--- src/rtl/core/aes_pkg.sv ---
// Package: shared types, constants and byte functions for the key expansion block.
`default_nettype none
package aes_pkg;
   localparam int unsigned NumRounds = 11;
   localparam logic [3:0] LastRound = 4'd10;
   localparam logic [3:0] StageAddKey = 4'd0;
   localparam logic [3:0] StageSub = 4'd1;
   localparam logic [3:0] StageShift = 4'd2;
   localparam logic [3:0] StageMix = 4'd3;
   localparam logic [0:0] CsrKeyHigh = 1'b0;
   localparam logic [0:0] CsrKeyLow = 1'b1;
   localparam logic KindKey = 1'b0;
   localparam logic KindState = 1'b1;

   typedef enum logic [4:0] {
      ST_IDLE  = 5'b00001,
      ST_KEY   = 5'b00010,
      ST_STATE = 5'b00100,
      ST_OUT   = 5'b01000,
      ST_LAST  = 5'b10000
   } state_type;

   typedef struct packed {
      logic load;     // latch block, load key into schedule
      logic key_step; // advance to next round key
      logic st_step;  // advance state pipeline one stage
   } cmd_type;

   function automatic logic [7:0] sbox(input logic [7:0] a);
      logic [7:0] t [256];
      t = '{
      8'h63,8'h7c,8'h77,8'h7b,8'hf2,8'h6b,8'h6f,8'hc5,8'h30,8'h01,8'h67,8'h2b,8'hfe,8'hd7,8'hab,8'h76,
      8'hca,8'h82,8'hc9,8'h7d,8'hfa,8'h59,8'h47,8'hf0,8'had,8'hd4,8'ha2,8'haf,8'h9c,8'ha4,8'h72,8'hc0,
      8'hb7,8'hfd,8'h93,8'h26,8'h36,8'h3f,8'hf7,8'hcc,8'h34,8'ha5,8'he5,8'hf1,8'h71,8'hd8,8'h31,8'h15,
      8'h04,8'hc7,8'h23,8'hc3,8'h18,8'h96,8'h05,8'h9a,8'h07,8'h12,8'h80,8'he2,8'heb,8'h27,8'hb2,8'h75,
      8'h09,8'h83,8'h2c,8'h1a,8'h1b,8'h6e,8'h5a,8'ha0,8'h52,8'h3b,8'hd6,8'hb3,8'h29,8'he3,8'h2f,8'h84,
      8'h53,8'hd1,8'h00,8'hed,8'h20,8'hfc,8'hb1,8'h5b,8'h6a,8'hcb,8'hbe,8'h39,8'h4a,8'h4c,8'h58,8'hcf,
      8'hd0,8'hef,8'haa,8'hfb,8'h43,8'h4d,8'h33,8'h85,8'h45,8'hf9,8'h02,8'h7f,8'h50,8'h3c,8'h9f,8'ha8,
      8'h51,8'ha3,8'h40,8'h8f,8'h92,8'h9d,8'h38,8'hf5,8'hbc,8'hb6,8'hda,8'h21,8'h10,8'hff,8'hf3,8'hd2,
      8'hcd,8'h0c,8'h13,8'hec,8'h5f,8'h97,8'h44,8'h17,8'hc4,8'ha7,8'h7e,8'h3d,8'h64,8'h5d,8'h19,8'h73,
      8'h60,8'h81,8'h4f,8'hdc,8'h22,8'h2a,8'h90,8'h88,8'h46,8'hee,8'hb8,8'h14,8'hde,8'h5e,8'h0b,8'hdb,
      8'he0,8'h32,8'h3a,8'h0a,8'h49,8'h06,8'h24,8'h5c,8'hc2,8'hd3,8'hac,8'h62,8'h91,8'h95,8'he4,8'h79,
      8'he7,8'hc8,8'h37,8'h6d,8'h8d,8'hd5,8'h4e,8'ha9,8'h6c,8'h56,8'hf4,8'hea,8'h65,8'h7a,8'hae,8'h08,
      8'hba,8'h78,8'h25,8'h2e,8'h1c,8'ha6,8'hb4,8'hc6,8'he8,8'hdd,8'h74,8'h1f,8'h4b,8'hbd,8'h8b,8'h8a,
      8'h70,8'h3e,8'hb5,8'h66,8'h48,8'h03,8'hf6,8'h0e,8'h61,8'h35,8'h57,8'hb9,8'h86,8'hc1,8'h1d,8'h9e,
      8'he1,8'hf8,8'h98,8'h11,8'h69,8'hd9,8'h8e,8'h94,8'h9b,8'h1e,8'h87,8'he9,8'hce,8'h55,8'h28,8'hdf,
      8'h8c,8'ha1,8'h89,8'h0d,8'hbf,8'he6,8'h42,8'h68,8'h41,8'h99,8'h2d,8'h0f,8'hb0,8'h54,8'hbb,8'h16};
      return t[a];
   endfunction

   function automatic logic [7:0] xtime(input logic [7:0] a);
      return {a[6:0], 1'b0} ^ (a[7] ? 8'h1b : 8'h00);
   endfunction

   function automatic logic [7:0] rcon(input logic [3:0] r);
      logic [7:0] v;
      case (r)
         4'd1: v = 8'h01;
         4'd2: v = 8'h02;
         4'd3: v = 8'h04;
         4'd4: v = 8'h08;
         4'd5: v = 8'h10;
         4'd6: v = 8'h20;
         4'd7: v = 8'h40;
         4'd8: v = 8'h80;
         4'd9: v = 8'h1b;
         4'd10: v = 8'h36;
         default: v = 8'h00;
      endcase
      return v;
   endfunction
endpackage
`default_nettype wire

--- src/rtl/core/aes_ctrl.sv ---
// Controller: sequences round keys and state stages onto the result channel.
`default_nettype none
module aes_ctrl (
   input  wire logic            clock,
   input  wire logic            reset,
   input  wire logic            in_valid,
   output logic                 in_ready,
   output logic                 out_valid,
   input  wire logic            out_ready,
   output logic                 out_kind,
   output logic [3:0]           out_step,
   output logic                 out_last,
   output aes_pkg::cmd_type     cmd
);
   aes_pkg::state_type state_ff, state_in;
   logic [3:0] step_ff, step_in;
   logic take;

   assign take = out_valid && out_ready;
   assign in_ready = (state_ff == aes_pkg::ST_IDLE);
   assign out_valid = (state_ff == aes_pkg::ST_KEY) || (state_ff == aes_pkg::ST_STATE);
   assign out_kind = (state_ff == aes_pkg::ST_STATE) ? aes_pkg::KindState : aes_pkg::KindKey;
   assign out_step = step_ff;
   assign out_last = (state_ff == aes_pkg::ST_STATE) && (step_ff == aes_pkg::StageMix);

   always_comb begin
      state_in = state_ff;
      step_in = step_ff;
      cmd = '0;
      case (state_ff)
         aes_pkg::ST_IDLE: begin
            if (in_valid) begin
               cmd.load = 1'b1;
               state_in = aes_pkg::ST_KEY;
               step_in = 4'd0;
            end
         end
         aes_pkg::ST_KEY: begin
            if (take) begin
               if (step_ff == aes_pkg::LastRound) begin
                  state_in = aes_pkg::ST_STATE;
                  step_in = aes_pkg::StageAddKey;
               end else begin
                  cmd.key_step = 1'b1;
                  step_in = step_ff + 4'd1;
               end
            end
         end
         aes_pkg::ST_STATE: begin
            if (take) begin
               if (out_last) begin
                  state_in = aes_pkg::ST_IDLE;
               end else begin
                  cmd.st_step = 1'b1;
                  step_in = step_ff + 4'd1;
               end
            end
         end
         default: state_in = aes_pkg::ST_IDLE;
      endcase
   end

   always_ff @(posedge clock) begin
      if (reset) begin
         state_ff <= aes_pkg::ST_IDLE;
         step_ff <= '0;
      end else begin
         state_ff <= state_in;
         step_ff <= step_in;
      end
   end

   a_one: assert property (@(posedge clock) disable iff (reset) $onehot(state_ff))
      else $error("state not one-hot");
   a_idle: assert property (@(posedge clock) disable iff (reset) in_ready |-> !out_valid)
      else $error("busy overlap");
   a_last: assert property (@(posedge clock) disable iff (reset)
      (take && out_last) |=> in_ready) else $error("no return to idle");
endmodule
`default_nettype wire

--- config.mk ---
export PLATFORM = sky130hd
export DESIGN_NAME = aes_ctrl
export DESIGN_NICKNAME = d
export VERILOG_FILES = /design/src/rtl/core/aes_pkg.sv /design/src/rtl/core/aes_ctrl.sv
export SDC_FILE = /design/constraint.sdc
export NUM_CORES = 1
export LEC_CHECK = 0
export BUFFER_PORTS_ARGS = -buffer_cell sky130_fd_sc_hd__buf_2
export CAP_MARGIN = 20
export CORE_UTILIZATION = 25
export CTS_CLUSTER_DIAMETER = 80
export DETAILED_ROUTE_END_ITERATION = 6
export GPL_TIMING_DRIVEN = 0
export REMOVE_ABC_BUFFERS = 1
export SETUP_SLACK_MARGIN = 0.15
export SYNTH_ARGS = -nofsm -noshare
export SYNTH_HDL_FRONTEND = slang
export SYNTH_SLANG_ARGS = --single-unit
export TNS_END_PERCENT = 5
--- constraint.sdc ---
create_clock -name clock -period 2.53 [get_ports clock]
set_input_delay 0.1265 -clock clock [delete_from_list [all_inputs] [get_ports clock]]
set_output_delay 0.1265 -clock clock [all_outputs]
set_load 0.02 [all_outputs]
; ---- Word level (Yosys, flattened, before mapping)
; Index checks and enable logic that the tools add are counted.
[classes]
addsub = 1
eq_ne = 11
muxes = 21
reduce_logical = 6
[op_table]
columns = cell, n
row1 = $mux W5, 5
row2 = $mux W4, 5
row3 = $pmux W5 S3, 1
row4 = $pmux W4 S3, 1
row5 = $ne A2 B2 Y1 const B, 5
row6 = $reduce_and A5 Y1, 2
row7 = $mux W1, 9
row8 = $eq A5 B1 Y1 const B, 1
row9 = $eq A5 B2 Y1 const B, 1
row10 = $eq A5 B3 Y1 const B, 1
row11 = $add A4 B1 Y4 const B, 1
row12 = $eq A4 B2 Y1 const B, 1
row13 = $eq A4 B4 Y1 const B, 1
row14 = $reduce_bool A3 Y1, 1
row15 = $logic_and A1 B1 Y1, 2
row16 = $ne A2 B1 Y1 const B, 1
row17 = $logic_or A1 B1 Y1, 1
[totals]
ff_bits = 9
input_bits = 4
out_inout_bits = 11
wordCells = 41

; ---- Logic depth before layout (Yosys ltp)
[logic_depth]
word_depth = 5
mapped_depth = 7

; ---- Least setup slack after synthesis
; Ideal clock, no wire load.
[synth_timing]
path_type = reg-to-reg
from = register step_ff[0], in the netlist out_step[0]
to = register step_ff[0], in the netlist out_step[0]
setup_time_ps = 116
arrival_time_ps = 1510
required_ps = 2414
path_slack_ps = 904
stages_incl_launch_ff = 7
n_path_buf = 0
path_cell_list = dfxtp_1 > ha_1 > nor3b_1 > nand3b_1 > nand3_1 > xnor2_1 > nor2_1
[synth_between]
elab_chain_cells = 4
word_cells_on_any_way = 11
[synth_rtl]
columns = element, line
row1 = "start, declared", aes_ctrl.sv:16  ; logic [3:0] step_ff, step_in;
row2 = "start signal, assigned", aes_ctrl.sv:69  ; step_ff <= step_in;
row3 = $add A4 B1 Y4 (tied with other cells), "aes_ctrl.sv:45, aes_ctrl.sv:55"
row4 = $mux W4 (tied with other cells), aes_ctrl.sv:51  ; if (out_last) begin
row5 = $mux W4 (tied with other cells), aes_ctrl.sv:50  ; if (take) begin
row6 = $pmux W4 S3 / $reduce_and A5 Y1 (equally long branches), --
; Parallel ways exist; a longest one is shown, timed or not. The select of a mux whose other input is x is not followed.
; A chain may end at the register's enable or synchronous reset.

==> qor.csv <==
stage,metric,value,unit
grt,initial antenna violation count,0,
setup_path,CP Launch Type,flip-flop,
clocking,TritonCTS sink count,7,
clocking,CTS Root Buffer Type,clkbuf_4,
die,Die W,46.9,µm
layout,number of diodes,0,
clocking,Post-CTS Setup Bufs,0,
layout,share of cells above drive strength 1,0.329,
drt,DRC errors left,0,
pwr,Worst VDD drop,0.000144,V
setup_path,critical path data arrival time,1.69,ns
die,die span in y,46.9,µm
synthesis,synthesis warning total,0,
clocking,CTS tree,built,
synthesis,"FFs w/ async S/R, synth",0,
sta,Slew HR,0.692,
placement,placed inst area,571,µm²
setup_path,CP max stage delay,0.41,ns
clocking,clock slew at reported path FFs,0.06,ns
sta,worst slew pin tran,0.462,ns
clocking,worst skew pair latency,0.25,ns
sta,RSZ-0062 raised after global routing,false,
layout,Final Instance Area,597,µm²
grt,vias in the first global route,360,
setup_path,Critical Path RT,2.40,ns
outcome,status,"complete, no violations",
grt,first-pass GRT wire length,1.53,mm
setup_path,R2R depth,6,
sta,post-route clock period utilization,0.717,
sta,Setup TNS,0,ns
setup_path,Critical Path Fanout Max,5,
setup_path,R2R Path End,out_step[0]$_SDFFE_PP0P_,
sta,post-route setup slack,0.716,ns
sta,final hold violations,0,
layout,Final #Nets,80,
setup_path,slowest cell on the critical path,nor3b_1,
sta,minimum clock period,1.81,ns
synthesis,Mean Syn Cell Area,8.67,µm²
setup_path,RR Startpoint,out_step[1]$_SDFFE_PP0P_,
drt,final WL,979,µm
synthesis,Post-Synthesis Cell Area,503,µm²
sta,Hold Slack,0.0925,ns
setup_path,crit-path cells,ha_1 -> nor3b_1 -> nand3b_1 -> inv_1 -> buf_2,
placement,number of I/O port buffers,14,
pwr,Pleak,0.267,nW
drt,antenna-violating nets left,0,
drt,vias per cell,4.40,
clocking,clock tree buffer depth,2,
layout,Multi-input gate area,314,µm²
clocking,cts hold-fix bufs,0,
clocking,Inserted Clock Buffers,3,
layout,register area,140,µm²
synthesis,sequential-to-total area share from yosys stat,0.279,
drt,Pre-antenna DRT Iters,4,
clocking,number of H-tree levels,1,
die,core area,1800,µm²
synthesis,Unique masters post-synth,26,
drt,via count,431,
setup_path,capture point of the critical path,cmd[0],
layout,Area Overhead vs Synth,18.7,%
placement,pre-CTS setup slack,0.777,ns
layout,FILL cells,195,
sta,Max Transition Viols Final,0,
grt,Overall Global Routing Usage,0.105,
die,row count,15,
synthesis,"flops & latches, synth",7,
synthesis,Post-synth EDFFs,0,
sta,Post-Route Skew,0.00700,ns
setup_path,r2r setup slk,0.77,ns
flow_run,Max-Cap Viols,0,
placement,GP Congestion,0.738,
hold_path,min-delay worst type,in2reg,
synthesis,ys flop type,dfxtp_1,
die,Top-Level Pins,15,
synthesis,synthesized instance count,58,
grt,gr ovfl total,0,
setup_path,CP Launch Point,out_step[1]$_SDFFE_PP0P_,
die,initial core utilization,0.279,
grt,pin count of the biggest net entering global routing,11,
drt,DR iter-0 viols,2,
sta,Final setup violation count,0,
sta,Max Freq,551,MHz
setup_path,CP Capture Type,primary output,
setup_path,Worst Setup Path Type,reg2out,
die,Die ar.,2200,µm²
placement,dpl hpwl,753,µm
clocking,post-cts sizing count,0,
pwr,Power Density,528,nW/µm²
drt,WL/cell,9.99,µm
[flip-flops by register name, indices dropped and copies added (netlist names)]
register / cells
out_step: 4
state_ff: 3
[Yosys cell counts (2+ instances only)]
cell | n | area [µm²]
nor2_1 | 9 | 33.8
dfxtp_1 | 7 | 140
xnor2_1 | 5 | 43.8
inv_1 | 4 | 15.0
buf_6 | 3 | 33.8
nand2_1 | 3 | 11.3
nand3_1 | 3 | 15.0
a21oi_1 | 2 | 10.0
a31oi_1 | 2 | 12.5
and2_1 | 2 | 12.5
ha_1 | 2 | 25.0
nor3b_2 | 2 | 25.0
[power by group]
group	internal (mW)	total, mW	switching [mW]
Clock	0.0602	0.101	0.0408
Combinational	0.0354	0.0808	0.0455
Sequential	0.118	0.134	0.0156
[cell families after synthesis]
logic type                 Yosys count  synth area share
adders and majority gates            2            0.0497
muxes                                1            0.0199
and+or+nand+nor                     26             0.303
xor gates and xnor gates             5            0.0871
AOI/OAI and AO/OA                   10             0.164
DFF                                  7             0.279
buffers and inverters                7            0.0970
[routing by layer]
layer  track usage  wire (µm)
met1         0.125        487
met2         0.153        445
met3        0.0346         31
met4        0.0857         14
met5             0          0
[layout make-up]
cell class                 instances  share of cell area
inverter                           4              0.0252
timing repair buffer              14               0.117
sequential                         7               0.235
clock buffer                       4              0.0440
multi-input combinational         44               0.526
tap                               25              0.0524
[stage by stage]
stage	utilization	instances	power (mW)
4_1_cts	0.331	98	0.322
5_1_grt	0.331	98	0.338
6_report	0.331	98	0.315
3_5_place_dp	0.317	94	0.217
2_1_floorplan	-	55	0.194
3_3_place_gp	0.317	94	0.215
[critical path, delay by kind of cell (launching register included)]
family | cells | cell delay (ns)
flip-flops | 1 | 0.40
AND/OR/NAND/NOR | 2 | 0.65
buffers and inverters | 2 | 0.20
adder cells (fa/ha/maj) | 1 | 0.19
[worst min path at each step]
stage                     start                        to  slack [ns]  depth (start not counted)
after floorplan           reset  state_ff[1]$_SDFFE_PP0P_        0.20                          1
after global placement    reset  state_ff[1]$_SDFFE_PP0P_        0.35                          2
after detailed placement  reset  state_ff[1]$_SDFFE_PP0P_        0.35                          2
after CTS                 reset  state_ff[1]$_SDFFE_PP0P_        0.08                          2
after global routing      reset  state_ff[1]$_SDFFE_PP0P_        0.09                          2
final                     reset  state_ff[1]$_SDFFE_PP0P_        0.09                          2
[placed cells by master, fill, tap and decap left out, drive strengths merged]
cell type	instances
and2b	1
o31a	1
nor2	10
a21o	1
nand3b	1
and3b	1
a31oi	2
inv	4
ha	2
clkbuf	4
a211oi	1
xnor2	5
dfxtp	7
buf	14
nor3b	3
and2	2
nand3	3
nand2	3
mux2i	1
or3b	1
o32ai	2
nand2b	1
a21oi	2
o21ai	1
(Power assumes the default switching activity.)
